File: src/rtl/corc_pkg.sv
// ----------------------------------------------------------------------------
// corc_pkg
// Shared types, constants and the CORDIC arctangent table for the
// circle versus oriented rectangle collision pipeline.
// ----------------------------------------------------------------------------
package corc_pkg;

  localparam logic signed [31:0] CORDIC_X0  = 32'sd163008219;
  localparam int                 TRIG_BITS  = 28;
  localparam int                 SQRT_STEPS = 32;
  localparam int                 DIV_STEPS  = 33;
  localparam int                 MAX_CORDIC = 24;

  // sideband along the CORDIC cells
  typedef struct packed {
    logic signed [32:0] dx;
    logic signed [32:0] dy;
    logic [29:0]        hw;
    logic [29:0]        hh;
    logic [30:0]        r;
    logic signed [31:0] cx;
    logic signed [31:0] cy;
    logic               neg;
  } corc_cside_t;

  // sideband along the square root cells
  typedef struct packed {
    logic signed [31:0] cx;
    logic signed [31:0] cy;
    logic [30:0]        r;
    logic signed [33:0] bx;
    logic signed [33:0] by;
    logic               ovl;
    logic               pok;
  } corc_sside_t;

  // sideband along the divider cells
  typedef struct packed {
    logic signed [31:0] cx;
    logic signed [31:0] cy;
    logic               bxn;
    logic               byn;
    logic               ovl;
    logic               psh;
  } corc_dside_t;

  // atan(2^-i) as a fraction of a full turn, 32-bit binary angle
  function automatic logic [31:0] corc_atan(input int idx);
    logic [31:0] v;
    case (idx)
      0:       v = 32'h2000_0000;
      1:       v = 32'h12E4_051E;
      2:       v = 32'h09FB_385B;
      3:       v = 32'h0511_11D4;
      4:       v = 32'h028B_0D43;
      5:       v = 32'h0145_D7E1;
      6:       v = 32'h00A2_F61E;
      7:       v = 32'h0051_7C55;
      8:       v = 32'h0028_BE53;
      9:       v = 32'h0014_5F2F;
      10:      v = 32'h000A_2F98;
      11:      v = 32'h0005_17CC;
      12:      v = 32'h0002_8BE6;
      13:      v = 32'h0001_45F3;
      14:      v = 32'h0000_A2F9;
      15:      v = 32'h0000_517C;
      16:      v = 32'h0000_28BE;
      17:      v = 32'h0000_145F;
      18:      v = 32'h0000_0A2F;
      19:      v = 32'h0000_0517;
      20:      v = 32'h0000_028B;
      21:      v = 32'h0000_0145;
      22:      v = 32'h0000_00A2;
      23:      v = 32'h0000_0051;
      default: v = 32'h0000_0000;
    endcase
    return v;
  endfunction

endpackage

File: src/rtl/corc_cordic_cell.sv
// ----------------------------------------------------------------------------
// corc_cordic_cell
// One rotation-mode CORDIC iteration, registered.
// ----------------------------------------------------------------------------
module corc_cordic_cell
  import corc_pkg::*;
#(
  parameter int IDX = 0
) (
  input  logic               clk,
  input  logic               en,
  input  logic signed [31:0] x_i,
  input  logic signed [31:0] y_i,
  input  logic signed [33:0] z_i,
  output logic signed [31:0] x_o,
  output logic signed [31:0] y_o,
  output logic signed [33:0] z_o
);

  logic signed [33:0] at;

  assign at = $signed({2'b00, corc_atan(IDX)});

  always_ff @(posedge clk) begin
    if (en) begin
      if (!z_i[33]) begin
        x_o <= x_i - (y_i >>> IDX);
        y_o <= y_i + (x_i >>> IDX);
        z_o <= z_i - at;
      end else begin
        x_o <= x_i + (y_i >>> IDX);
        y_o <= y_i - (x_i >>> IDX);
        z_o <= z_i + at;
      end
    end
  end

endmodule

File: config.mk
export PLATFORM = sky130hd
export DESIGN_NAME = corc_cordic_cell
export DESIGN_NICKNAME = d
export VERILOG_FILES = /design/src/rtl/corc_pkg.sv /design/src/rtl/corc_cordic_cell.sv
export SDC_FILE = /design/constraint.sdc
export NUM_CORES = 1
export LEC_CHECK = 0
export BUFFER_PORTS_ARGS = -buffer_cell sky130_fd_sc_hd__buf_2
export CAP_MARGIN = 20
export CORE_MARGIN = 2
export CORE_UTILIZATION = 40
export CTS_CLUSTER_SIZE = 8
export DETAILED_ROUTE_END_ITERATION = 16
export SLEW_MARGIN = 20
export SYNTH_ARGS = -nofsm -noshare
export SYNTH_HDL_FRONTEND = slang
export SYNTH_SLANG_ARGS = --single-unit
export TNS_END_PERCENT = 100
File: constraint.sdc
create_clock -name clk -period 2.2 [get_ports clk]
set_input_delay 0 -clock clk [delete_from_list [all_inputs] [get_ports clk]]
set_output_delay 0 -clock clk [all_outputs]
set_load 0.005 [all_outputs]
Word level (Yosys, flattened, before mapping)

Cells that the tools add are included.

Bits in registers: 98
Input bits: 100
Output and inout bits: 98
Logic and storage cells: 11

Add/sub/neg operators: 5
Mux-type cells: 3

Operators with widths:

| kind                                                 | number |
|---|---|
| 2-to-1 mux 32 bit                                    | 2 |
| subtractor 32 bit                                    | 2 |
| adder 34 x 31 -> 34 bit (second input constant)      | 1 |
| 2-to-1 mux 34 bit                                    | 1 |
| subtractor 34 x 31 -> 34 bit (second input constant) | 1 |
| adder 32 bit                                         | 1 |

Logic depth before layout (Yosys ltp)

Depth in word-level cells: 2
Depth in mapped cells: 12
Depth with buffers taken out: 12

Worst setup path before layout

No wires, ideal clock.

Kind: input -> register
From: input x_i[18]
To: register y_o[28] (data pin)
Setup time: 0.269 ns
Arrival: 1.968 ns
Required time: 1.931 ns
Path slack: -0.037 ns
Stages: 10
Buffers on the path: 1
Cell sequence: inv_1 -> ha_1 -> or2_0 -> clkbuf_1 -> or3_1 -> nor3_1 -> a31oi_2 -> o31a_2 -> a2bb2oi_2 -> xor2_1

Longest elaborated chain between the ends: 2
Elaborated cells between the ends (all ways): 3
Those cells by class: 2 x add/sub; 1 x mux

Ends and longest elaborated chain:

| item                                                     | RTL line                                       | text |
|---|---|---|
| start: declaration                                       | corc_cordic_cell.sv:12                         | `input logic signed [31:0] x_i,` |
| adder 32 bit / subtractor 32 bit (equally long branches) | corc_cordic_cell.sv:28, corc_cordic_cell.sv:32 |  |
| 2-to-1 mux 32 bit *                                      | corc_cordic_cell.sv:26                         | `if (!z_i[33]) begin` |
| end signal: assignment                                   | corc_cordic_cell.sv:28                         | `y_o <= y_i + (x_i >>> IDX);` |
| end signal: assignment                                   | corc_cordic_cell.sv:32                         | `y_o <= y_i - (x_i >>> IDX);` |
| end: declaration                                         | corc_cordic_cell.sv:16                         | `output logic signed [31:0] y_o,` |

Every way passes the cells marked *; elsewhere a longest branch is shown, timed or not.
A chain may end at the register's enable or synchronous reset.

Worst setup path after layout

From: input y_i[0]
To: register x_o[30] (data pin)

Longest elaborated chain between the ends: 2
Elaborated cells between the ends (all ways): 3
Those cells by class: 2 x add/sub; 1 x mux

Ends and longest elaborated chain:

| item                                                     | RTL line                                       | text |
|---|---|---|
| start: declaration                                       | corc_cordic_cell.sv:13                         | `input logic signed [31:0] y_i,` |
| subtractor 32 bit / adder 32 bit (equally long branches) | corc_cordic_cell.sv:27, corc_cordic_cell.sv:31 |  |
| 2-to-1 mux 32 bit *                                      | corc_cordic_cell.sv:26                         |  |
| end signal: assignment                                   | corc_cordic_cell.sv:27                         | `x_o <= x_i - (y_i >>> IDX);` |
| end signal: assignment                                   | corc_cordic_cell.sv:31                         | `x_o <= x_i + (y_i >>> IDX);` |
| end: declaration                                         | corc_cordic_cell.sv:15                         | `output logic signed [31:0] x_o,` |

Marked as above.

==> results.py <==
metrics = {
    "place": {
        "dp_cells": 1614,
        "detailed_place_hpwl_um": 22920,
        "gp_congestion": 0.9166,
        "port_buffers": 197,
    },
    "yosys": {
        "synth-simple-area-share": 0.1171,
        "synth_xor_area_frac": 0.06336,
        "muxShareOfSynthArea": 0.02557,
        "yosysMostFrequentCell": "a21oi_1",
        "syn-cell-area_mm2": 0.008708,
        "synthDistinctLibCells": 84,
        "synth_cells": 939,
        "yosysSeqAreaShare": 0.3345,
        "synth_top_family_by_area": "compound AO/OA/AOI/OAI gates",
        "syn-num-nets": 1147,
        "async_reset_ff_frac": 0,
        "synth_top_area_cell": "edfxtp_1",
        "synth_adder_area_share": 0.1578,
        "synth_warnings": 0,
        "yosys_most_used_dff": "edfxtp_1",
        "ys_top_cells_by_count": "106 x a21oi_1, 105 x ha_1, 97 x edfxtp_1",
        "synth-compound-area-share": 0.2361,
        "avgSynthCellArea_um2": 9.274,
        "synth_top_cell_area_share": 0.3345,
        "ys_ff_latch": 97,
        "synth-edff-count": 97,
        "synth.top_cells.by_area": "edfxtp_1 33%, ha_1 15%, a21oi_1 6.1%, xnor2_1 6.0%, inv_1 4.0%",
    },
    "cells_and_area": {
        "drive_gt1_frac": 0.4143,
        "fillers": 1877,
        "layout.nets": 1598,
        "diodes": 0,
        "fin_util": 0.6079,
        "area_delta_synth_final_pct": 48.13,
        "stdcell_count": 1670,
    },
    "power": {
        "swShare": 0.3405,
        "p_int_uw": 4733,
        "clockPowerShare": 0.244,
        "p_leak_uw": 0.005953,
        "combPwrFrac": 0.415,
        "net-switching-power_uw": 2444,
        "vdd_ir_drop_max_uv": 498.7,
        "seq_power_share": 0.341,
        "p_per_area_mw_per_mm2": 556.3,
    },
    "die": {
        "rows": 53,
        "die_area_mm2": 0.02297,
        "boundaryPins": 198,
        "die_w_um": 151.6,
        "start_util": 0.4104,
        "core_area_mm2": 0.02122,
        "die_h_um": 151.6,
    },
    "global_routing": {
        "grt_overflow_total": 0,
        "grt_pass1_wl_um": 43460,
        "track_usage": 0.2428,
        "antenna_found_initial": 0,
        "grt_max_degree": 53,
        "grt_pass1_vias": 8419,
    },
    "timing": {
        "slew_viol_final": 0,
        "max_freq_mhz": 436.8,
        "rsz0062_at_grt": "yes",
        "fin_crit_ns": 2.289,
        "finalSetupViolCount": 2,
        "slew_headroom": 0.6119,
        "post-route-period-util": 1.041,
        "fin_hold_ws_ns": 0.02950,
        "worst-slew-pin-transition_ns": 0.5772,
        "finalHoldViolCount": 0,
        "worst_slack_ns": -0.08917,
    },
    "clock_tree": {
        "htreeDepth": 3,
        "cts.clk_slew.worst_paths_ns": 0.08,
        "cts_tree": "built",
        "cts.sinks": 97,
        "numCtsBuffers": 9,
        "cts-root-buf": "clkbuf_16",
        "clockBufferDepth": 2,
    },
    "critical_path": {
        "critPathMaxFanout": 3,
        "max_stage_delay_ns": 0.40,
        "crit_buf_inv": 2,
        "crit_top_cell": "o211ai_1",
        "cp_data_required_time_ns": 2.31,
        "path_cells": "buf_8, ha_4, fa_2, nor2b_4, o211ai_1, buf_4, a2111oi_4, o21ai_2, o211ai_1, a31oi_2, nor2_1, a31oi_1, xnor2_1",
        "worstSetupStartpoint": "y_i[0]",
        "end_kind": "flip-flop",
        "crit_end": "x_o[30]",
        "crit_arrival_ns": 2.40,
        "start_kind": "primary input",
        "crit_type": "in2reg",
        "crit_family": "compound AO/OA/AOI/OAI gates",
        "crit_path_top_delay_cell": "fa_2",
        "worst-path-stages": 13,
    },
    "detailed_routing": {
        "vias": 8710,
        "ant_nets": 0,
        "drtIter0Drc": 669,
        "drt-total-wl_um": 28850,
        "routedWlPerCell_um": 17.27,
        "drt-vias-per-instance": 5.216,
        "firstDrtPassIters": 5,
        "route.detailed.drc": 0,
    },
    "worst_hold_path": {
        "hp-class": "in2reg",
    },
    "job": {
        "maxCapViolCount": 0,
    },
    "run_status": {
        "violations": "negative setup slack",
        "status": "complete, but fails checks",
    },
}
kinds of logic (layout without fill, tap and decap cells):
group           Yosys count  count (layout)
flops                    97              97
fa+ha+maj               108             108
buf+inv                 142             598
compound gates          301             301
simple gates            206             206
xor+xnor                 63              63
mux                      22              22
cell type report:
class	count	area [um2]	share of cell area
well taps	275	344.1	0.02667
clock inverters	7	97.59	0.007565
repair buffers	482	3313	0.2568
inverters	100	382.9	0.02968
clock buffers	9	225.2	0.01746
multi-input cells	700	5624	0.4360
flip-flops and latches	97	2913	0.2258
what timing repair did:
item	in CTS	in global routing
endpoints found under the setup margin	13	38
pin swaps	3	40
gates resized for setup	13	86
buffers inserted	1	9
hold buffers	31	0
endpoints found under the hold margin	31	0
power groups by stage:
stage	sequential (uW)	clock, uW	combinational (uW)
3_3_place_gp	2490	0	2700
4_1_cts	2450	1790	2800
5_1_grt	2480	1850	3230
6_report	2450	1750	2980
2_1_floorplan	2530	0	1330
3_5_place_dp	2490	0	2720
worst min path at each step:
stage	start	endpoint	slack (ns)	cells past startpoint
floorplan	z_i[0]	z_o[0]	0.1	0
CTS	en	y_o[12]	0.03	1
detailed placement	z_i[11]	z_o[11]	0.18	1
finish	en	y_o[12]	0.03	1
global placement	z_i[11]	z_o[11]	0.18	1
global route	en	x_o[11]	0.04	1
stage by stage:
step                      setup slack [ns]  instance area, um2  setup TNS [ns]  power (uW)
final                             -0.08917               12900         -0.1144        7177
after global placement             -0.5233               11750          -13.78        5190
after detailed placement           -0.5666               11750          -14.44        5217
after global routing               -0.1251               12900         -0.3355        7558
after CTS                         -0.03077               12450        -0.04382        7045
after floorplan                 -0.0004954                8728      -0.0004954        3858
cells in the final DEF (no fill, tap or decap), drive strengths merged, types with 12 or more instances in the layout:
master,Yosys,routed
a21o,20,20
a21oi,109,109
buf,28,451
dlygate4sd3,0,31
edfxtp,97,97
ha,105,105
inv,99,102
mux2i,20,20
nand2,52,52
nand3,19,19
nor2,60,60
nor3,22,22
o21a,12,12
o21ai,59,59
o21bai,18,18
xnor2,60,60
flip-flops by register name, indices dropped and copies added (netlist names):
signal	count
x_o	31
z_o	34
y_o	32
routing by layer:
layer | track usage | part of all wire | wire (um)
met2 | 0.3971 | 0.46 | 13290
met5 | 0 | 0 | 0
met3 | 0.03323 | 0.067 | 1929
met1 | 0.3432 | 0.46 | 13210
met4 | 0.05139 | 0.014 | 415
Power figures use the tool's default switching activity.
