### src/rtl/corc_pkg.sv
// ----------------------------------------------------------------------------
// corc_pkg
// Shared types, constants and the CORDIC arctangent table for the
// circle versus oriented rectangle collision pipeline.
// ----------------------------------------------------------------------------
package corc_pkg;

  localparam logic signed [31:0] CORDIC_X0  = 32'sd163008219;
  localparam int                 TRIG_BITS  = 28;
  localparam int                 SQRT_STEPS = 32;
  localparam int                 DIV_STEPS  = 33;
  localparam int                 MAX_CORDIC = 24;

  // sideband along the CORDIC cells
  typedef struct packed {
    logic signed [32:0] dx;
    logic signed [32:0] dy;
    logic [29:0]        hw;
    logic [29:0]        hh;
    logic [30:0]        r;
    logic signed [31:0] cx;
    logic signed [31:0] cy;
    logic               neg;
  } corc_cside_t;

  // sideband along the square root cells
  typedef struct packed {
    logic signed [31:0] cx;
    logic signed [31:0] cy;
    logic [30:0]        r;
    logic signed [33:0] bx;
    logic signed [33:0] by;
    logic               ovl;
    logic               pok;
  } corc_sside_t;

  // sideband along the divider cells
  typedef struct packed {
    logic signed [31:0] cx;
    logic signed [31:0] cy;
    logic               bxn;
    logic               byn;
    logic               ovl;
    logic               psh;
  } corc_dside_t;

  // atan(2^-i) as a fraction of a full turn, 32-bit binary angle
  function automatic logic [31:0] corc_atan(input int idx);
    logic [31:0] v;
    case (idx)
      0:       v = 32'h2000_0000;
      1:       v = 32'h12E4_051E;
      2:       v = 32'h09FB_385B;
      3:       v = 32'h0511_11D4;
      4:       v = 32'h028B_0D43;
      5:       v = 32'h0145_D7E1;
      6:       v = 32'h00A2_F61E;
      7:       v = 32'h0051_7C55;
      8:       v = 32'h0028_BE53;
      9:       v = 32'h0014_5F2F;
      10:      v = 32'h000A_2F98;
      11:      v = 32'h0005_17CC;
      12:      v = 32'h0002_8BE6;
      13:      v = 32'h0001_45F3;
      14:      v = 32'h0000_A2F9;
      15:      v = 32'h0000_517C;
      16:      v = 32'h0000_28BE;
      17:      v = 32'h0000_145F;
      18:      v = 32'h0000_0A2F;
      19:      v = 32'h0000_0517;
      20:      v = 32'h0000_028B;
      21:      v = 32'h0000_0145;
      22:      v = 32'h0000_00A2;
      23:      v = 32'h0000_0051;
      default: v = 32'h0000_0000;
    endcase
    return v;
  endfunction

endpackage

### src/rtl/corc_sqrt_cell.sv
// ----------------------------------------------------------------------------
// corc_sqrt_cell
// One bit of a 64-bit floor square root, digit recurrence, registered.
// ----------------------------------------------------------------------------
module corc_sqrt_cell
  import corc_pkg::*;
#(
  parameter int IDX = 0
) (
  input  logic        clk,
  input  logic        en,
  input  logic [63:0] n_i,
  input  logic [63:0] res_i,
  output logic [63:0] n_o,
  output logic [63:0] res_o
);

  localparam logic [63:0] BIT = 64'd1 << (62 - 2 * IDX);

  logic [64:0] trial;
  assign trial = {1'b0, res_i} + {1'b0, BIT};

  always_ff @(posedge clk) begin
    if (en) begin
      if ({1'b0, n_i} >= trial) begin
        n_o   <= n_i - trial[63:0];
        res_o <= (res_i >> 1) + BIT;
      end else begin
        n_o   <= n_i;
        res_o <= res_i >> 1;
      end
    end
  end

endmodule

### config.mk
export PLATFORM = sky130hd
export DESIGN_NAME = corc_sqrt_cell
export DESIGN_NICKNAME = d
export VERILOG_FILES = /design/src/rtl/corc_pkg.sv /design/src/rtl/corc_sqrt_cell.sv
export SDC_FILE = /design/constraint.sdc
export NUM_CORES = 1
export LEC_CHECK = 0
export CORE_ASPECT_RATIO = 1.5
export CORE_MARGIN = 10
export CORE_UTILIZATION = 45
export DETAILED_ROUTE_END_ITERATION = 12
export DONT_BUFFER_PORTS = 1
export GPL_TIMING_DRIVEN = 0
export PLACE_DENSITY = 0.69
export SLEW_MARGIN = 20
export SYNTH_ARGS = -nofsm -noshare
export SYNTH_HDL_FRONTEND = slang
export SYNTH_SLANG_ARGS = --single-unit
### constraint.sdc
create_clock -name clk -period 4.3 [get_ports clk]
set_input_delay 0.86 -clock clk [delete_from_list [all_inputs] [get_ports clk]]
set_output_delay 0.86 -clock clk [all_outputs]
set_load 0.02 [all_outputs]
Word level (Yosys, flattened, before mapping)
Cells that the tools add are included.
{"block": "classes", "add_sub_neg": 3, "n_lt_le_gt_ge": 1, "n_mux": 2}
{"operator": "$add A64 B63 Y65 const B", "count": 1}
{"operator": "$ge A64 B65 Y1", "count": 1}
{"operator": "$add A63 B63 Y64 const B", "count": 1}
{"operator": "$mux W64", "count": 1}
{"operator": "$sub A64 B64 Y64", "count": 1}
{"operator": "$mux W63", "count": 1}
{"block": "totals", "register_bits": 128, "input_bits": 130, "output_inout_bits": 128, "elab_cells": 9}

Longest topological paths before layout
{"block": "depth", "depth_word": 3, "ltp_mapped": 15, "ltp_nobuf": 12}

Worst setup path after synthesis
Ideal clock, no wire load.
{"block": "synth_path", "kind": "in2reg", "startpoint": "input res_i[19]", "endpoint": "register n_o[54], data pin", "arrival_time_ps": 3469, "t_required_ps": 4040, "slack_ps": 572, "path_stages": 13, "cell_sequence": "inv_1 ha_1 clkbuf_1 nand4_1 nor3_1 o311ai_2 a31o_1 a21o_1 a211oi_4 or2_1 buf_4 buf_6 mux2_2"}
{"block": "synth_between", "elab_chain_cells": 3, "elab_cells_between_ends": 4}
{"element": "from (decl)", "line_no": "corc_sqrt_cell.sv:13", "text": "input logic [63:0] res_i,"}
{"element": "$add A64 B63 Y65 (*)", "line_no": "corc_sqrt_cell.sv:21", "text": "assign trial = {1'b0, res_i} + {1'b0, BIT};"}
{"element": "$sub A64 B64 Y64 / $ge A64 B65 Y1 (equally long branches)", "line_no": "corc_sqrt_cell.sv:26, corc_sqrt_cell.sv:25"}
{"element": "$mux W64 (*)", "line_no": "corc_sqrt_cell.sv:25", "text": "if ({1'b0, n_i} >= trial) begin"}
{"element": "to (signal assigned)", "line_no": "corc_sqrt_cell.sv:26", "text": "n_o <= n_i - trial[63:0];"}
{"element": "to (signal assigned)", "line_no": "corc_sqrt_cell.sv:29", "text": "n_o <= n_i;"}
{"element": "to (decl)", "line_no": "corc_sqrt_cell.sv:14", "text": "output logic [63:0] n_o,"}
Every way passes the cells marked *; elsewhere a longest branch is shown, timed or not.
A chain may end at the register's enable or synchronous reset.

Final worst setup path
{"block": "layout_path", "startpoint": "input res_i[17]", "endpoint": "register n_o[1], data pin"}
{"block": "layout_between", "elab_chain_cells": 3}
{"element": "$add A64 B63 Y65", "line_no": "corc_sqrt_cell.sv:21"}
{"element": "$ge A64 B65 Y1", "line_no": "corc_sqrt_cell.sv:25"}
{"element": "$mux W64", "line_no": "corc_sqrt_cell.sv:25"}
No other way between the ends.

==> results.sh <==
export IMPL_synthAdderAreaFrac_pct=9.229
export IMPL_synthMuxAreaShare_pct=5.807
export IMPL_yosys_register_bits=128
export IMPL_holdBufCountCts=0
export IMPL_die_y_um=193.5
export IMPL_cts_root_buf="clkbuf_16"
export IMPL_synth_cells=917
export IMPL_port_buffers=0
export IMPL_p_leak_nw=3.965
export IMPL_cp_data_arrival_time_ns=4.24
export IMPL_routed_wl_um=27740
export IMPL_postPlaceCellArea_um2=9354
export IMPL_ys_top_cells_by_area="edfxtp_1 (43%), ha_1 (9.0%), a21oi_1 (5.8%)"
export IMPL_die_x_um=135.7
export IMPL_worstSetupEndpointType="register"
export IMPL_rsz0062_at_grt="false"
export IMPL_drv_cap=0
export IMPL_post_synth_cell_area_avg_um2=9.846
export IMPL_synth_nets=1113
export IMPL_die_area_um2=26250
export IMPL_fill_cells=1818
export IMPL_setup_viol=0
export IMPL_grt_overflow=0
export IMPL_ir_drop_v=0.0002741
export IMPL_hold_viol=0
export IMPL_seqCellArea_um2=3844
export IMPL_ys_flop_type="edfxtp_1"
export IMPL_final_nets=1132
export IMPL_yosys_area_top_type="edfxtp_1"
export IMPL_ctsResizeCount=0
export IMPL_finalCriticalPeriod_ns=4.095
export IMPL_fmax_mhz=244.2
export IMPL_rows=63
export IMPL_synth_top_family_by_area="compound AO/OA/AOI/OAI gates"
export IMPL_antenna_found_initial=0
export IMPL_synth_xor_area_share_pct=4.947
export IMPL_ys_seq_area_share_pct=42.57
export IMPL_grt_pass1_vias=7277
export IMPL_drt_iter0_drc=464
export IMPL_grt_pass1_wl_um=41570
export IMPL_worst_pin_slew_ns=0.7607
export IMPL_drtAntennaViolNets=0
export IMPL_outcome="completed"
export IMPL_place_ws_ns=-0.2678
export IMPL_required_ns=4.45
export IMPL_postCtsSetupBuffers=0
export IMPL_endpoint="n_o[1]$_DFFE_PP_"
export IMPL_finalMaxSlewViolations=0
export IMPL_drive_above_1_share_pct=5.796
export IMPL_cts_buffer_depth=2
export IMPL_ys_warnings_count=0
export IMPL_cp_start_kind="input port"
export IMPL_dr_pass1_iters=5
export IMPL_start_util_pct=45.63
export IMPL_critPathLaunch="res_i[17]"
export IMPL_netlist_area_um2=9029
export IMPL_multiInputGateArea_um2=4682
export IMPL_crit_type="input port to register"
export IMPL_p_per_area_nw_per_um2=420.5
export IMPL_synth_distinct_cells=71
export IMPL_synthArstFlopShare_pct=0
export IMPL_yosys_area_top_type_share_pct=42.57
export IMPL_htree_levels=4
export IMPL_cts_tree="yes"
export IMPL_grt_max_degree=129
export IMPL_whs_ns=0.5147
export IMPL_synth_edf_count=128
export IMPL_yosys_area_share_simple_pct=12.33
export IMPL_vias=7057
export IMPL_max_slew_margin_pct=49.29
export IMPL_place_congestion=0.8919
export IMPL_clkTransAtPathRegs_ns=0.06
export IMPL_io_pins=258
export IMPL_area_growth_pct=10.26
export IMPL_period_share_pct=95.23
export IMPL_cts_sinks=128
export IMPL_synth_compound_area_share_pct=19.54
export IMPL_final_cell_area_um2=9955
export IMPL_place_hpwl_um=22090
export IMPL_cp_max_fo=10
export IMPL_post_drt_via_cell_ratio=5.837
export IMPL_core_um2=19790
export IMPL_fin_ws_ns=0.2050
export IMPL_grtUsageTotal_pct=20.56
export IMPL_drc_errors=0
export IMPL_diodes=0
export IMPL_hold_path_class="input port to register"
export IMPL_fin_util_pct=50.31
export IMPL_cts_buffers=17
export IMPL_wire_per_inst_um=22.94
==> report_power, final <==
group,total (mW),switching [mW],internal (mW)
logic,0.870,0.517,0.354
registers,1.81,0.245,1.57
clock network,1.51,0.551,0.955
==> cell families (layout without fill, tap and decap cells) <==
group,after synthesis,after routing
mux,47,47
compound gates,272,272
buf+inv,123,155
fa+ha+maj,66,66
xor+xnor,51,51
simple gates,230,230
flops,128,128
==> per-layer routing <==
| metal | vias to the layer above | GRT usage (%) | wire length [um] |
|---|---|---|---|
| li1 | 3428 | - | - |
| met1 | 3356 | 19.91 | 9726 |
| met2 | 226 | 38.41 | 15170 |
| met3 | 47 | 6.380 | 2098 |
| met4 | 0 | 8.573 | 740 |
| met5 | - | 0 | 0 |
==> layout by cell type, fill, tap and decap left out, drive strengths merged, types with 3 or more instances in the layout <==
master / Yosys / layout
mux2i: 4 / 4
nor3: 29 / 29
nor2: 50 / 50
a31o: 4 / 4
a211oi: 5 / 5
nor2b: 5 / 5
xor2: 15 / 15
nand4: 16 / 16
inv: 89 / 89
or2: 4 / 4
o21ai: 42 / 42
ha: 65 / 65
or3: 5 / 5
a21oi: 105 / 105
clkbuf: 25 / 43
clkinv: 0 / 7
nor3b: 4 / 4
clkinvlp: 0 / 3
nand3: 15 / 15
a31oi: 9 / 9
bufinv: 0 / 4
a311oi: 3 / 3
o211ai: 14 / 14
nor4: 4 / 4
o31ai: 4 / 4
nand2: 68 / 68
and4: 5 / 5
and3: 13 / 13
o21a: 13 / 13
and2: 6 / 6
mux2: 43 / 43
edfxtp: 128 / 128
a21o: 25 / 25
a22o: 3 / 3
xnor2: 36 / 36
buf: 9 / 9
o21bai: 19 / 19
==> worst min-delay path by stage <==
stage	from	to	slack (ns)	cells past startpoint
6_report	res_i[52]	res_o[51]$_DFFE_PP_	0.51	0
2_1_floorplan	res_i[1]	res_o[0]$_DFFE_PP_	0.96	0
4_1_cts	res_i[53]	res_o[52]$_DFFE_PP_	0.50	0
3_3_place_gp	res_i[49]	res_o[48]$_DFFE_PP_	0.96	0
5_1_grt	res_i[52]	res_o[51]$_DFFE_PP_	0.50	0
3_5_place_dp	res_i[8]	res_o[7]$_DFFE_PP_	0.96	0
==> cell usage after synthesis, drive strengths merged, types with 3 or more instances <==
library cell,n
and3,13
nand3,15
nor2,50
nor3,29
xor2,15
a211oi,5
ha,65
clkbuf,25
a21o,25
a31oi,9
or2,4
mux2,43
nor4,4
and4,5
buf,9
mux2i,4
a21oi,105
inv,89
nor2b,5
and2,6
nand4,16
o21bai,19
xnor2,36
or3,5
o21a,13
nand2,68
a22o,3
a311oi,3
a31o,4
o211ai,14
o31ai,4
edfxtp,128
o21ai,42
nor3b,4
==> area by class of cell <==
| cell class | instances | share of cell area, % |
|---|---|---|
| Clock inverter | 14 | 1.722 |
| Sequential cell | 128 | 38.61 |
| Buffer | 34 | 1.697 |
| Inverter | 89 | 3.356 |
| Multi-Input combinational cell | 666 | 47.03 |
| Clock buffer | 18 | 4.311 |
| Tap cell | 260 | 3.268 |
==> per-stage QoR <==
step,power (mW),setup TNS [ns],std cells
after global placement,2.693,-10.40,1177
after floorplan,2.467,0,917
final,4.186,0,1209
after global routing,4.371,0,1209
after detailed placement,2.704,-13.77,1177
after CTS,4.211,0,1209
==> flip-flops by register name, indices dropped and copies added (netlist names) <==
register and flops:
n_o 64, res_o 64
==> worst max-delay path: stages <==
cell and delay, ns:
inv_1 0.02, ha_1 0.27, clkbuf_1 0.39, nand4_1 0.16, nor3_1 0.38, o311ai_2 0.31, a31o_1 0.32, a21o_1 0.27
a211oi_4 0.36, or2_1 0.15, buf_4 0.22, buf_2 0.34, a21oi_1 0.18
Power figures use the tool's default switching activity.
