$ cat config.mk
export PLATFORM = sky130hd
export DESIGN_NAME = corc_div_cell
export DESIGN_NICKNAME = d
export VERILOG_FILES = /design/src/rtl/corc_pkg.sv /design/src/rtl/corc_div_cell.sv
export SDC_FILE = /design/constraint.sdc
export NUM_CORES = 1
export LEC_CHECK = 0
export BUFFER_PORTS_ARGS = -buffer_cell sky130_fd_sc_hd__buf_2
export CAP_MARGIN = 10
export CORE_ASPECT_RATIO = 0.8
export CORE_UTILIZATION = 40
export DETAILED_ROUTE_END_ITERATION = 16
export GPL_ROUTABILITY_DRIVEN = 0
export PLACE_DENSITY = 0.65
export SETUP_SLACK_MARGIN = 0.2
export SLEW_MARGIN = 20
export SYNTH_ARGS = -nofsm -noshare
export SYNTH_HDL_FRONTEND = slang
export SYNTH_SLANG_ARGS = --single-unit
$ cat constraint.sdc
create_clock -name clk -period 3.7 [get_ports clk]
set_clock_uncertainty 0.05 [all_clocks]
set_input_delay 0.74 -clock clk [delete_from_list [all_inputs] [get_ports clk]]
set_output_delay 0.74 -clock clk [all_outputs]
set_load 0.05 [all_outputs]
$ cat src/rtl/corc_pkg.sv
// ----------------------------------------------------------------------------
// corc_pkg
// Shared types, constants and the CORDIC arctangent table for the
// circle versus oriented rectangle collision pipeline.
// ----------------------------------------------------------------------------
package corc_pkg;

  localparam logic signed [31:0] CORDIC_X0  = 32'sd163008219;
  localparam int                 TRIG_BITS  = 28;
  localparam int                 SQRT_STEPS = 32;
  localparam int                 DIV_STEPS  = 33;
  localparam int                 MAX_CORDIC = 24;

  // sideband along the CORDIC cells
  typedef struct packed {
    logic signed [32:0] dx;
    logic signed [32:0] dy;
    logic [29:0]        hw;
    logic [29:0]        hh;
    logic [30:0]        r;
    logic signed [31:0] cx;
    logic signed [31:0] cy;
    logic               neg;
  } corc_cside_t;

  // sideband along the square root cells
  typedef struct packed {
    logic signed [31:0] cx;
    logic signed [31:0] cy;
    logic [30:0]        r;
    logic signed [33:0] bx;
    logic signed [33:0] by;
    logic               ovl;
    logic               pok;
  } corc_sside_t;

  // sideband along the divider cells
  typedef struct packed {
    logic signed [31:0] cx;
    logic signed [31:0] cy;
    logic               bxn;
    logic               byn;
    logic               ovl;
    logic               psh;
  } corc_dside_t;

  // atan(2^-i) as a fraction of a full turn, 32-bit binary angle
  function automatic logic [31:0] corc_atan(input int idx);
    logic [31:0] v;
    case (idx)
      0:       v = 32'h2000_0000;
      1:       v = 32'h12E4_051E;
      2:       v = 32'h09FB_385B;
      3:       v = 32'h0511_11D4;
      4:       v = 32'h028B_0D43;
      5:       v = 32'h0145_D7E1;
      6:       v = 32'h00A2_F61E;
      7:       v = 32'h0051_7C55;
      8:       v = 32'h0028_BE53;
      9:       v = 32'h0014_5F2F;
      10:      v = 32'h000A_2F98;
      11:      v = 32'h0005_17CC;
      12:      v = 32'h0002_8BE6;
      13:      v = 32'h0001_45F3;
      14:      v = 32'h0000_A2F9;
      15:      v = 32'h0000_517C;
      16:      v = 32'h0000_28BE;
      17:      v = 32'h0000_145F;
      18:      v = 32'h0000_0A2F;
      19:      v = 32'h0000_0517;
      20:      v = 32'h0000_028B;
      21:      v = 32'h0000_0145;
      22:      v = 32'h0000_00A2;
      23:      v = 32'h0000_0051;
      default: v = 32'h0000_0000;
    endcase
    return v;
  endfunction

endpackage

$ cat src/rtl/corc_div_cell.sv
// ----------------------------------------------------------------------------
// corc_div_cell
// One quotient bit of a restoring divide, 64-bit dividend, registered.
// ----------------------------------------------------------------------------
module corc_div_cell
  import corc_pkg::*;
#(
  parameter int SH = 0
) (
  input  logic        clk,
  input  logic        en,
  input  logic [63:0] rem_i,
  input  logic [31:0] dv_i,
  input  logic [32:0] q_i,
  output logic [63:0] rem_o,
  output logic [31:0] dv_o,
  output logic [32:0] q_o
);

  logic [64:0] dsh;
  assign dsh = {33'd0, dv_i} << SH;

  always_ff @(posedge clk) begin
    if (en) begin
      dv_o <= dv_i;
      if ({1'b0, rem_i} >= dsh) begin
        rem_o <= rem_i - dsh[63:0];
        q_o   <= {q_i[31:0], 1'b1};
      end else begin
        rem_o <= rem_i;
        q_o   <= {q_i[31:0], 1'b0};
      end
    end
  end

endmodule

* Word-level counts from Yosys, hierarchy flattened
Cells that the tools add are included.
** Word-level totals
- Bits in registers :: 129
- Output and inout bits :: 129
** Operators by class
- Add/subtract/negate cells :: 1
- $lt $le $gt $ge :: 1
- Mux-type cells :: 2
** Operators by type and width (count)
- greater-or-equal comparator 64 x 32 -> 1 bit :: 1
- two-way mux 64 bit :: 1
- subtractor 64 x 32 -> 64 bit :: 1
- two-way mux 1 bit :: 1

* Logic depth before layout (Yosys ltp)
Gate-level depths: netlist of the first run.
- Depth in word-level cells :: 2
- Depth in mapped cells :: 14

* Worst setup path after synthesis of the first run
OpenSTA, ideal clock, no wires.
- Path type :: input to register
- From :: input port dv_i[24]
- To :: register rem_o[61] (data pin)
- Library setup time :: 271 ps
- Arrival time :: 3107 ps
- Required time :: 3379 ps
- Path slack :: 271 ps
- Stages :: 12
- Path buffers :: 2
- Cell sequence :: inv_1 > ha_1 > clkbuf_1 > nand4_1 > nor3_1 > a41oi_1 > a31oi_1 > o21ai_1 > or2_2 > buf_4 > nor4bb_1 > xor2_1
** On the way
- Longest elaborated chain between the ends :: 2
- Elaborated cells on any way between the ends :: 3
- Those cells by class :: add/sub: 1; order compare: 1; mux: 1
** Ends and longest elaborated chain
- start, declared :: RTL line corc_div_cell.sv:13 : input logic [31:0] dv_i,
- subtractor 64 x 32 -> 64 bit / greater-or-equal comparator 64 x 32 -> 1 bit (equally long branches) :: RTL line corc_div_cell.sv:27, corc_div_cell.sv:26
- two-way mux 64 bit * :: RTL line corc_div_cell.sv:26 : if ({1'b0, rem_i} >= dsh) begin
- end signal, assigned :: RTL line corc_div_cell.sv:27 : rem_o <= rem_i - dsh[63:0];
- end signal, assigned :: RTL line corc_div_cell.sv:30 : rem_o <= rem_i;
- end, declared :: RTL line corc_div_cell.sv:15 : output logic [63:0] rem_o,
Mark *: on every way between the ends. The rest lies on a longest branch, timed or not.
A chain may end at the register's enable or synchronous reset.

* Worst setup path in the final report of the first run
- From :: input port rem_i[0]
- To :: register rem_o[30] (data pin)
** On the way
- Longest elaborated chain between the ends :: 2
- Elaborated cells on any way between the ends :: 3
- Those cells by class :: add/sub: 1; order compare: 1; mux: 1
** Ends and longest elaborated chain
- start, declared :: RTL line corc_div_cell.sv:12 : input logic [63:0] rem_i,
- subtractor 64 x 32 -> 64 bit / greater-or-equal comparator 64 x 32 -> 1 bit (equally long branches) :: RTL line corc_div_cell.sv:27, corc_div_cell.sv:26
- two-way mux 64 bit * :: RTL line corc_div_cell.sv:26
Marks and branches as above.

==> impl_metrics.sql, run 1 <==
INSERT INTO impl_metrics (metric_group, metric, value, unit) VALUES
('drt', 'via_count', '5964', ''),
('timing', 'period_needed', '3.29', 'ns'),
('cells_and_area', 'filler_cell_count', '1547', ''),
('drt', 'wl', '20.0', 'mm'),
('critical_path', 'cp.arrival', '3.40', 'ns'),
('timing', 'max-slew-margin-rel', '51.0', '%'),
('worst_hold_path', 'worstHoldPathType', 'input port to flop', ''),
('yosys', 'synth.most_common_cell', 'edfxtp_1', ''),
('yosys', 'synthFlopType', 'edfxtp_1', ''),
('clock_tree', 'cts_repair_resize_count', '0', ''),
('timing', 'setup_violations', '0', ''),
('global_route', 'grt_first_pass_wirelength', '30.1', 'mm'),
('yosys', 'synth-xor-area-share', '7.59', '%'),
('timing', 'achievable-frequency', '304', 'MHz'),
('clock_tree', 'clk_path_buf_depth', '2', ''),
('yosys', 'netlist_top_cells_count', 'edfxtp_1 (129), nand2_1 (70), a21oi_1 (52)', ''),
('yosys', 'synthMuxAreaShare', '0.587', '%'),
('yosys', 'combinational_family_with_the_most_area_after_synthesis', 'simple AND/OR/NAND/NOR gates', ''),
('drt', 'ant_nets', '0', ''),
('global_route', 'grt_antenna_before_repair', '0', ''),
('drt', 'drt_iter0_drc', '455', ''),
('timing', 'worst-slew-pin-transition', '0.735', 'ns'),
('cells_and_area', 'antennaDiodeCount', '0', ''),
('clock_tree', 'ctsHtreeMaxLevel', '4', ''),
('yosys', 'complex_gate_fraction_of_the_synthesized_area', '13.0', '%'),
('global_route', 'pin_count_of_the_biggest_net_entering_global_routing', '80', ''),
('critical_path', 'path_max_fanout', '4', ''),
('yosys', 'post_synth_fa_ha_maj_area_fraction', '5.97', '%'),
('cells_and_area', 'layout-drive-gt1-share', '36.6', '%'),
('yosys', 'post_syn_instances', '634', ''),
('critical_path', 'cp-end-kind', 'flop', ''),
('yosys', 'synth_area_per_cell', '11.1', 'sq um'),
('yosys', 'synth_top_area_share', '55.0', '%'),
('clock_tree', 'cts_hold_buffers', '0', ''),
('critical_path', 'worst_path_max_delay_cell', 'fa_1', ''),
('yosys', 'synth_area', '7040', 'sq um'),
('clock_tree', 'cts_buffers', '17', ''),
('floorplanning', 'start_util', '41.7', '%'),
('drt', 'drt_pass1_iterations', '5', ''),
('yosys', 'synth_largest_area_cell', 'edfxtp_1', ''),
('clock_tree', 'cts_num_sinks', '129', ''),
('yosys', 'postSynthNetCount', '798', ''),
('yosys', 'yosysWarnings', '0', ''),
('critical_path', 'critical-path-max-stage-delay', '0.38', 'ns'),
('clock_tree', 'ctsRootBufferMaster', 'clkbuf_16', ''),
('timing', 'final_min_period_over_clock_period', '88.9', '%'),
('yosys', 'synth-simple-area-share', '13.9', '%'),
('critical_path', 'critical_path.n_buffers_inverters', '4', ''),
('drt', 'remaining_drc_errors', '0', ''),
('timing', 'final-hold-violation-count', '0', ''),
('global_route', 'grt.total_usage', '22.0', '%'),
('global_route', 'grt_remaining_overflow', '0', ''),
('floorplanning', 'die_height', '121', 'um'),
('critical_path', 'path_delay_family', 'compound AO/OA/AOI/OAI gates', ''),
('floorplanning', 'core_region_area', '16900', 'sq um'),
('cells_and_area', 'growth_of_design_area_from_synthesis_to_finish', '33.9', '%'),
('drt', 'route.detailed.wl_per_inst', '17.1', 'um'),
('critical_path', 'critPathRequiredTime', '3.81', 'ns'),
('yosys', 'async_reset_ff_share', '0', '%'),
('outcome', 'run_status', 'finished, final reports clean', ''),
('place', 'dp_cells', '1135', ''),
('clock_tree', 'clk_transition_reported_paths', '0.07', 'ns'),
('yosys', 'post_synth_num_cell_types', '65', ''),
('power', 'ir_worst_vdd', '306', 'uV'),
('cells_and_area', 'design.final.nets', '1098', ''),
('clock_tree', 'cts_tree', 'done', ''),
('timing', 'fin_tns_setup', '0', 'ns'),
('critical_path', 'critical_path_class', 'input port to flop', ''),
('critical_path', 'critPathLaunchType', 'input port', ''),
('yosys', 'synth-seq-area-share', '55.0', '%'),
('place', 'dpl_cell_area', '8860', 'sq um');
==> layout by cell type (no fill, tap or decap), drive strengths merged, types with 4 or more instances in the layout <==
cell	n
or3	9
o21ai	44
o211ai	5
nor4	9
a211o	4
buf	303
ha	32
nor3	19
clkbuf	17
edfxtp	129
xnor2	29
nand2b	6
xor2	32
or4	11
nand4	9
nand2	70
nand3	11
inv	54
o21a	4
a21oi	52
o31ai	5
o21bai	4
nor2	35
==> power breakdown <==
part           internal, uW  total, uW  switching (uW)
Combinational           366       1300             932
Clock                   893       1640             746
Sequential             1790       1820            34.8
Total                  3050       4760            1710
==> flip-flops by register name, indices dropped and copies added, names as in the netlist <==
name	count
dv_o	32
rem_o	64
q_o	33
==> per-stage QoR <==
step	util, %	hold slack, ns	worst slack, ns
after floorplan	-	0.789	0.271
after global placement	52.5	0.867	0.0236
after detailed placement	52.5	0.868	0.00208
after CTS	55.8	0.423	0.439
after global routing	55.8	0.418	0.217
final	55.8	0.435	0.412
==> layer usage <==
layer | up-vias | part of all wire [%] | wire length (um) | GRT usage (%)
met4 | 0 | 1.1 | 217 | 5.81
met1 | 2740 | 49 | 9780 | 32.6
met5 | - | 0 | 0 | 0
met2 | 248 | 42 | 8460 | 31.5
met3 | 16 | 7.6 | 1530 | 5.85
li1 | 2960 | - | - | -
==> path summary, 6_finish.rpt <==
kind | from | endpoint | slack, ns | cells after the start
worst max-delay path | rem_i[0] | rem_o[30] | 0.41 | 14
worst min-delay path | q_i[0] | q_o[1] | 0.44 | 1
==> cell families (layout without fill, tap and decap cells) <==
family	count (synthesis)	in the layout
AOI/OAI and AO/OA	148	148
buffers and inverters	64	377
muxes	3	3
DFF	129	129
adders and majority gates	33	33
xor gates and xnor gates	61	61
and+or+nand+nor	196	196
==> layout make-up <==
class                   count  area [sq um]  share of cell area (%)
flip-flops and latches    129          3870                    41.1
well taps                 220           275                    2.92
inverters                  42           160                    1.70
multi-input cells         441          2890                    30.6
clock inverters            15           138                    1.46
repair buffers            303          1660                    17.6
clock buffers              17           425                    4.52
(Power assumes the default switching activity.)
==> run 2, diff against run 1 <==
--- a/config.mk
+++ b/config.mk
@@ -5,13 +5,14 @@
 export SDC_FILE = /design/constraint.sdc
 export NUM_CORES = 1
 export LEC_CHECK = 0
+export ABC_AREA = 1
 export BUFFER_PORTS_ARGS = -buffer_cell sky130_fd_sc_hd__buf_2
 export CAP_MARGIN = 10
 export CORE_ASPECT_RATIO = 0.8
 export CORE_UTILIZATION = 40
 export DETAILED_ROUTE_END_ITERATION = 16
 export GPL_ROUTABILITY_DRIVEN = 0
-export PLACE_DENSITY = 0.65
+export PLACE_DENSITY = 0.63
 export SETUP_SLACK_MARGIN = 0.2
 export SLEW_MARGIN = 20
 export SYNTH_ARGS = -nofsm -noshare
==> impl_metrics.sql, run 2 <==
INSERT INTO impl_metrics (metric_group, metric, value, unit) VALUES
('yosys', 'synth-simple-area-share', '32.1', '%'),
('drt', 'via_count', '8468', ''),
('power', 'powerDensity', '445', 'nW/um^2'),
('place', 'place.port_buffers', '258', ''),
('yosys', 'complex_gate_fraction_of_the_synthesized_area', '6.68', '%'),
('cells_and_area', 'sequential_cell_area', '3870', 'sq um'),
('timing', 'postLayoutSetupSlackWorst', '0.918', 'ns'),
('yosys', 'post_syn_instances', '1158', ''),
('clock_tree', 'ctsHtreeMaxLevel', '4', ''),
('critical_path', 'critPathRequiredTime', '3.84', 'ns'),
('clock_tree', 'cts_hold_buffers', '0', ''),
('floorplanning', 'core_region_area', '21100', 'sq um'),
('floorplanning', 'start_util', '41.4', '%'),
('yosys', 'synth_top_area_share', '44.4', '%'),
('drt', 'ant_nets', '0', ''),
('timing', 'final-hold-violation-count', '0', ''),
('critical_path', 'critical-path-max-stage-delay', '0.40', 'ns'),
('timing', 'final_min_period_over_clock_period', '75.2', '%'),
('cells_and_area', 'layout_common_cells', 'nand2_1 (415), buf_2 (257), inv_1 (188)', ''),
('timing', 'max-slew-margin-rel', '50.8', '%'),
('timing', 'fin_tns_setup', '0', 'ns'),
('clock_tree', 'cts_num_sinks', '129', ''),
('yosys', 'post_synth_fa_ha_maj_area_fraction', '4.82', '%'),
('drt', 'remaining_drc_errors', '0', ''),
('yosys', 'synth_area_per_cell', '7.53', 'sq um'),
('floorplanning', 'die_w', '167', 'um'),
('cells_and_area', 'filler_cell_count', '2106', ''),
('global_route', 'first_global_vias', '7859', ''),
('yosys', 'yosysWarnings', '0', ''),
('yosys', 'synth-xor-area-share', '2.11', '%'),
('clock_tree', 'clk_transition_reported_paths', '0.06', 'ns'),
('critical_path', 'cp.arrival', '2.92', 'ns'),
('worst_hold_path', 'holdPathStages', '1', ''),
('timing', 'period_needed', '2.78', 'ns'),
('power', 'ir_worst_vdd', '243', 'uV'),
('floorplanning', 'total_number_of_placement_rows', '47', ''),
('yosys', 'synthFlopType', 'edfxtp_1', ''),
('critical_path', 'worst_path_max_delay_cell', 'fa_1', ''),
('cells_and_area', 'largest_registers', 'rem_o x64, q_o x33, dv_o x32', ''),
('clock_tree', 'cts_tree', 'done', ''),
('place', 'dp.final_hpwl', '21.7', 'mm'),
('drt', 'vias_per_cell', '4.94', ''),
('critical_path', 'critPathLaunchType', 'input port', ''),
('yosys', 'synthMuxAreaShare', '0', '%'),
('timing', 'drv_slew', '0', ''),
('floorplanning', 'io-pin-count', '260', ''),
('cells_and_area', 'growth_of_design_area_from_synthesis_to_finish', '25.4', '%'),
('yosys', 'combinational_family_with_the_most_area_after_synthesis', 'simple AND/OR/NAND/NOR gates', ''),
('yosys', 'synthTopCellsByArea', 'edfxtp_1 (44%), nand2_1 (18%), inv_1 (8.1%)', ''),
('worst_hold_path', 'worstHoldEndpoint', 'q_o[4]', ''),
('yosys', 'synth.most_common_cell', 'nand2_1', ''),
('timing', 'achievable-frequency', '359', 'MHz'),
('cells_and_area', 'largest_register_by_flop_count', 'rem_o', ''),
('yosys', 'postSynthNetCount', '1322', ''),
('drt', 'wl', '26.6', 'mm'),
('critical_path', 'path_max_fanout', '18', ''),
('floorplanning', 'die_height', '134', 'um'),
('yosys', 'netlist_top_cells_count', 'nand2_1 (415), inv_1 (188), edfxtp_1 (129)', ''),
('yosys', 'synth-seq-area-share', '44.4', '%'),
('clock_tree', 'ctsRootBufferMaster', 'clkbuf_16', ''),
('yosys', 'synth-seq-cells', '129', ''),
('worst_hold_path', 'worstHoldPathType', 'input port to flop', ''),
('yosys', 'synth-edff-count', '129', ''),
('timing', 'grt_setup_unrepaired', 'no', ''),
('clock_tree', 'clk_path_buf_depth', '2', ''),
('cells_and_area', 'multi_input_comb_area', '3990', 'sq um'),
('place', 'pre_cts_ws', '0.504', 'ns'),
('yosys', 'post_synth_num_cell_types', '34', ''),
('global_route', 'grt.total_usage', '24.2', '%'),
('yosys', 'synth_area', '8720', 'sq um'),
('cells_and_area', 'layout-drive-gt1-share', '24.9', '%'),
('clock_tree', 'cts_setup_buffers', '0', ''),
('drt', 'route.detailed.wl_per_inst', '15.5', 'um'),
('cells_and_area', 'largest_register_ffs', '64', ''),
('yosys', 'synth_largest_area_cell', 'edfxtp_1', ''),
('outcome', 'run_status', 'finished, final reports clean', ''),
('floorplanning', 'floorplan.die_area', '22400', 'sq um'),
('global_route', 'grt_antenna_before_repair', '4', ''),
('timing', 'setup_violations', '0', ''),
('timing', 'worst-slew-pin-transition', '0.731', 'ns'),
('critical_path', 'critical_path_class', 'input port to flop', ''),
('global_route', 'grt_first_pass_wirelength', '41.0', 'mm'),
('yosys', 'async_reset_ff_share', '0', '%'),
('cells_and_area', 'design.final.nets', '1595', ''),
('critical_path', 'crit_path_frequent_cell', 'nand2_1', ''),
('critical_path', 'cp-end-kind', 'flop', ''),
('drt', 'drt_iter0_drc', '741', ''),
('clock_tree', 'cts_repair_resize_count', '0', ''),
('drt', 'drt_pass1_iterations', '8', ''),
('clock_tree', 'cts_buffers', '17', ''),
('run', 'cap_violations', '0', ''),
('cells_and_area', 'most_common_library_cell_in_the_layout_ignoring_fill_and_taps', 'nand2_1', ''),
('power', 'cellLeakagePower', '0.00527', 'uW'),
('global_route', 'pin_count_of_the_biggest_net_entering_global_routing', '62', ''),
('global_route', 'grt_remaining_overflow', '0', ''),
('critical_path', 'crit_path_cell_trace', 'buf_2, inv_1, ha_1, fa_1, inv_1, nand3_1, nand2_2, nand2_1, nand2_2, nand3_2, nand2_1, nand2_1, nand3_4, buf_4, nand3_1, nand2_1, nand2_1', ''),
('worst_hold_path', 'hold_path.startpoint', 'q_i[3]', '');
-- run 2: cell count changes after synthesis, sizes merged, moves of 9 or more --
cell	before	now
or4	11	0
xnor2	29	19
nand4	9	18
inv	42	202
nand2	70	425
xor2	32	2
nor2	35	119
clkbuf	13	0
nand3	11	63
or3	9	0
-- run 2: routing by layer --
layer  wire (um)  vias to the layer above  global-route usage (%)
li1            -                     4248                       -
met3        2670                       26                    6.55
met1       12500                     3804                    34.3
met5          34                        -                       0
met2       11200                      384                    36.8
met4         203                        6                    5.04
-- run 2: logic make-up after synthesis --
family / count (synthesis)
compound gates: 98
fa+ha+maj: 33
buf+inv: 213
flops: 129
simple gates: 664
xor+xnor: 21
-- run 2: layout make-up --
| type | instances | area share (%) |
|---|---|---|
| inverters | 202 | 6.95 |
| flip-flops and latches | 129 | 35.4 |
| diodes | 1 | 0.0229 |
| multi-input cells | 816 | 36.5 |
| repair buffers | 265 | 12.8 |
| clock inverters | 15 | 1.37 |
| well taps | 269 | 3.08 |
| clock buffers | 17 | 3.89 |
-- run 2: worst max-delay path by stage --
| stage | start | to |
|---|---|---|
| final | rem_i[0] | rem_o[49] |
| after global routing | rem_i[0] | rem_o[49] |
| after CTS | rem_i[0] | rem_o[49] |
| after detailed placement | rem_i[0] | rem_o[49] |
| after global placement | rem_i[0] | rem_o[49] |
| after floorplan | rem_i[0] | rem_o[36] |
-- run 2: critical path, delay by kind of cell --
family                     cells  cell delay, ns
and+or+nand+nor               11            1.03
buffers and inverters          4            0.53
adders and majority gates      2            0.62
-- run 2: power by group --
| group | switching [uW] | leakage (uW) | total [uW] | internal [uW] |
|---|---|---|---|---|
| clock network | 731 | 0.000271 | 1680 | 946 |
| registers | 33.8 | 0.00126 | 1820 | 1780 |
| logic | 1030 | 0.00374 | 1370 | 340 |
| total | 1800 | 0.00527 | 4870 | 3070 |
-- run 2: metrics by stage --
step                util, %  power, uW  instance area, sq um  hold WS, ns  std cells
global route           52.0       5070                 10900        0.408       1714
finish                 52.0       4870                 10900        0.432       1714
CTS                    52.0       4900                 10900        0.419       1713
floorplan                 -       2810                  8720        0.789       1158
detailed placement     49.2       3210                 10400        0.868       1681
global placement       49.2       3200                 10400        0.867       1681
==> run 3, diff against run 2 <==
--- a/config.mk
+++ b/config.mk
@@ -5,14 +5,14 @@
 export SDC_FILE = /design/constraint.sdc
 export NUM_CORES = 1
 export LEC_CHECK = 0
-export ABC_AREA = 1
+export ABC_AREA = 0
 export BUFFER_PORTS_ARGS = -buffer_cell sky130_fd_sc_hd__buf_2
 export CAP_MARGIN = 10
 export CORE_ASPECT_RATIO = 0.8
 export CORE_UTILIZATION = 40
 export DETAILED_ROUTE_END_ITERATION = 16
 export GPL_ROUTABILITY_DRIVEN = 0
-export PLACE_DENSITY = 0.63
+export PLACE_DENSITY = 0.68
 export SETUP_SLACK_MARGIN = 0.2
 export SLEW_MARGIN = 20
 export SYNTH_ARGS = -nofsm -noshare
==> constraint.sdc (replaced) <==
create_clock -name clk -period 2.47 [get_ports clk]
set_clock_uncertainty 0.05 [all_clocks]
set_input_delay 0.494 -clock clk [delete_from_list [all_inputs] [get_ports clk]]
set_output_delay 0.494 -clock clk [all_outputs]
set_load 0.05 [all_outputs]
==> impl_metrics.sql, run 3 (synthesized netlist as in run 1, its figures left out) <==
INSERT INTO impl_metrics (metric_group, metric, value, unit) VALUES
('clock_tree', 'ctsRootBufferMaster', 'clkbuf_16', ''),
('clock_tree', 'clk_transition_reported_paths', '0.07', 'ns'),
('cells_and_area', 'largest_register_by_flop_count', 'rem_o', ''),
('place', 'pre_cts_ws', '-0.842', 'ns'),
('timing', 'drv_slew', '0', ''),
('floorplanning', 'start_util', '41.7', '%'),
('critical_path', 'path_max_fanout', '7', ''),
('global_route', 'pin_count_of_the_biggest_net_entering_global_routing', '53', ''),
('floorplanning', 'total_number_of_placement_rows', '42', ''),
('power', 'powerDensity', '651', 'nW/um^2'),
('drt', 'drt_pass1_iterations', '5', ''),
('clock_tree', 'cts_buffers', '17', ''),
('outcome', 'violations', 'negative setup slack', ''),
('floorplanning', 'floorplan.die_area', '18100', 'sq um'),
('floorplanning', 'die_height', '121', 'um'),
('global_route', 'grt_remaining_overflow', '0', ''),
('worst_hold_path', 'holdPathStages', '1', ''),
('floorplanning', 'core_region_area', '16900', 'sq um'),
('drt', 'drt_iter0_drc', '478', ''),
('place', 'dp.final_hpwl', '17.2', 'mm'),
('global_route', 'first_global_vias', '6916', ''),
('clock_tree', 'clk_path_buf_depth', '2', ''),
('global_route', 'grt_antenna_before_repair', '1', ''),
('drt', 'vias_per_cell', '5.26', ''),
('cells_and_area', 'layout_common_cells', 'buf_2 (251), buf_4 (175), edfxtp_1 (129)', ''),
('critical_path', 'cp.arrival', '2.94', 'ns'),
('power', 'cellLeakagePower', '0.00525', 'uW'),
('timing', 'holdWs', '0.188', 'ns'),
('place', 'place.port_buffers', '258', ''),
('critical_path', 'cp-end-kind', 'flop', ''),
('drt', 'dr.max_layer_used', 'met4', ''),
('timing', 'final-hold-violation-count', '0', ''),
('clock_tree', 'cts_num_sinks', '129', ''),
('critical_path', 'critPathLaunchType', 'input port', ''),
('clock_tree', 'ctsHtreeMaxLevel', '4', ''),
('timing', 'setup_violations', '65', ''),
('worst_hold_path', 'worstHoldPathType', 'input port to flop', ''),
('outcome', 'run_status', 'finished, violations left', ''),
('drt', 'detailroute.wirelength.met2', '11.4', 'mm'),
('drt', 'via_count', '7002', ''),
('timing', 'grt_setup_unrepaired', 'yes', ''),
('worst_hold_path', 'worstHoldEndpoint', 'q_o[25]', ''),
('drt', 'routedLengthMet1', '10.7', 'mm'),
('clock_tree', 'cts_tree', 'done', ''),
('cells_and_area', 'layout-drive-gt1-share', '58.2', '%'),
('worst_hold_path', 'hold_path.startpoint', 'q_i[24]', ''),
('cells_and_area', 'finalInstanceArea', '11900', 'sq um'),
('timing', 'period_needed', '2.81', 'ns'),
('floorplanning', 'die_w', '150', 'um'),
('cells_and_area', 'design.final.nets', '1260', ''),
('global_route', 'grt.total_usage', '26.5', '%'),
('cells_and_area', 'most_common_library_cell_in_the_layout_ignoring_fill_and_taps', 'buf_2', ''),
('run', 'cap_violations', '0', ''),
('timing', 'postLayoutSetupSlackWorst', '-0.340', 'ns'),
('global_route', 'grt_first_pass_wirelength', '36.2', 'mm'),
('power', 'post-layout-total-power', '7750', 'uW'),
('critical_path', 'critPathRequiredTime', '2.60', 'ns'),
('floorplanning', 'io-pin-count', '260', ''),
('clock_tree', 'cts_hold_buffers', '0', ''),
('power', 'ir_worst_vdd', '508', 'uV'),
('drt', 'remaining_drc_errors', '0', ''),
('drt', 'route.detailed.wl_per_inst', '18.4', 'um'),
('critical_path', 'critical_path_class', 'input port to flop', ''),
('timing', 'worst-slew-pin-transition', '0.518', 'ns'),
('cells_and_area', 'growth_of_design_area_from_synthesis_to_finish', '69.3', '%'),
('drt', 'detailroute.wirelength.met3', '1.91', 'mm'),
('drt', 'ant_nets', '0', ''),
('timing', 'final_min_period_over_clock_period', '114', '%'),
('place', 'dpl_cell_area', '9970', 'sq um'),
('drt', 'wl', '24.5', 'mm'),
('timing', 'achievable-frequency', '356', 'MHz'),
('cells_and_area', 'largest_registers', 'rem_o x64, q_o x33, dv_o x32', ''),
('cells_and_area', 'largest_register_ffs', '64', ''),
('timing', 'max-slew-margin-rel', '65.1', '%');
## run 3: changes by cell type in the layout (fill, tap and decap cells not counted), sizes merged, moves of 6 or more
cell and delta:
or3 +9, buf +200, nand3 -52, nand4 -9, nand2b +6, nor4 +7
xor2 +30, inv -159, nand3b -6, nor2 -84, xnor2 +10, nand2 -355
or4 +11
## run 3: where the power goes
group	leakage (uW)	switching [uW]	internal [uW]
Sequential	0.00126	56.5	2680
Combinational	0.00370	1610	864
Clock	0.000286	1100	1440
## run 3: what timing repair did
action                     in CTS  in global routing
setup endpoints to repair      65                 65
resized for setup             186                 72
pin swaps                      57                 44
cloned                          4                  0
buffers inserted               11                  5
## run 3: final cells by class
cell class	count	area (sq um)
flip-flops and latches	129	3870
well taps	220	275
clock buffers	17	425
diodes	1	2.50
repair buffers	465	3150
clock inverters	15	168
multi-input cells	441	3850
inverters	42	170
fillers	1199	4960
## run 3: per-layer routing
metal | GRT usage, % | up-vias
met4 | 8.46 | 0
li1 | - | 3286
met3 | 6.42 | 35
met1 | 35.9 | 3366
met2 | 41.6 | 315
met5 | 0 | -
## run 3: how the worst max path moves through the flow
stage               from         to  slack (ns)  cells after the start
5_1_grt        rem_i[36]  rem_o[59]       -0.44                      9
3_5_place_dp     dv_i[1]  rem_o[39]       -0.84                     13
2_1_floorplan  rem_i[36]  rem_o[21]       -0.56                     10
4_1_cts        rem_i[35]  rem_o[39]       -0.17                     10
3_3_place_gp     dv_i[1]  rem_o[39]       -0.84                     13
6_report       rem_i[36]  rem_o[59]       -0.34                      9
## run 3: critical path: stages
cell,delay [ns]
buf_6,0.10
or4_4,0.53
or4b_4,0.52
nor4_4,0.28
nand4b_1,0.17
o21ai_2,0.26
or2_4,0.27
nand3b_1,0.21
xnor2_1,0.09
## run 3: stage by stage
stage                     util (%)  TNS, ns  instances
after floorplan                  -   -27.06        634
after global placement        59.1   -42.86       1277
after detailed placement      59.1   -44.15       1277
after CTS                     68.3    -4.55       1324
after global routing          70.6   -16.44       1330
final                         70.6   -10.84       1330
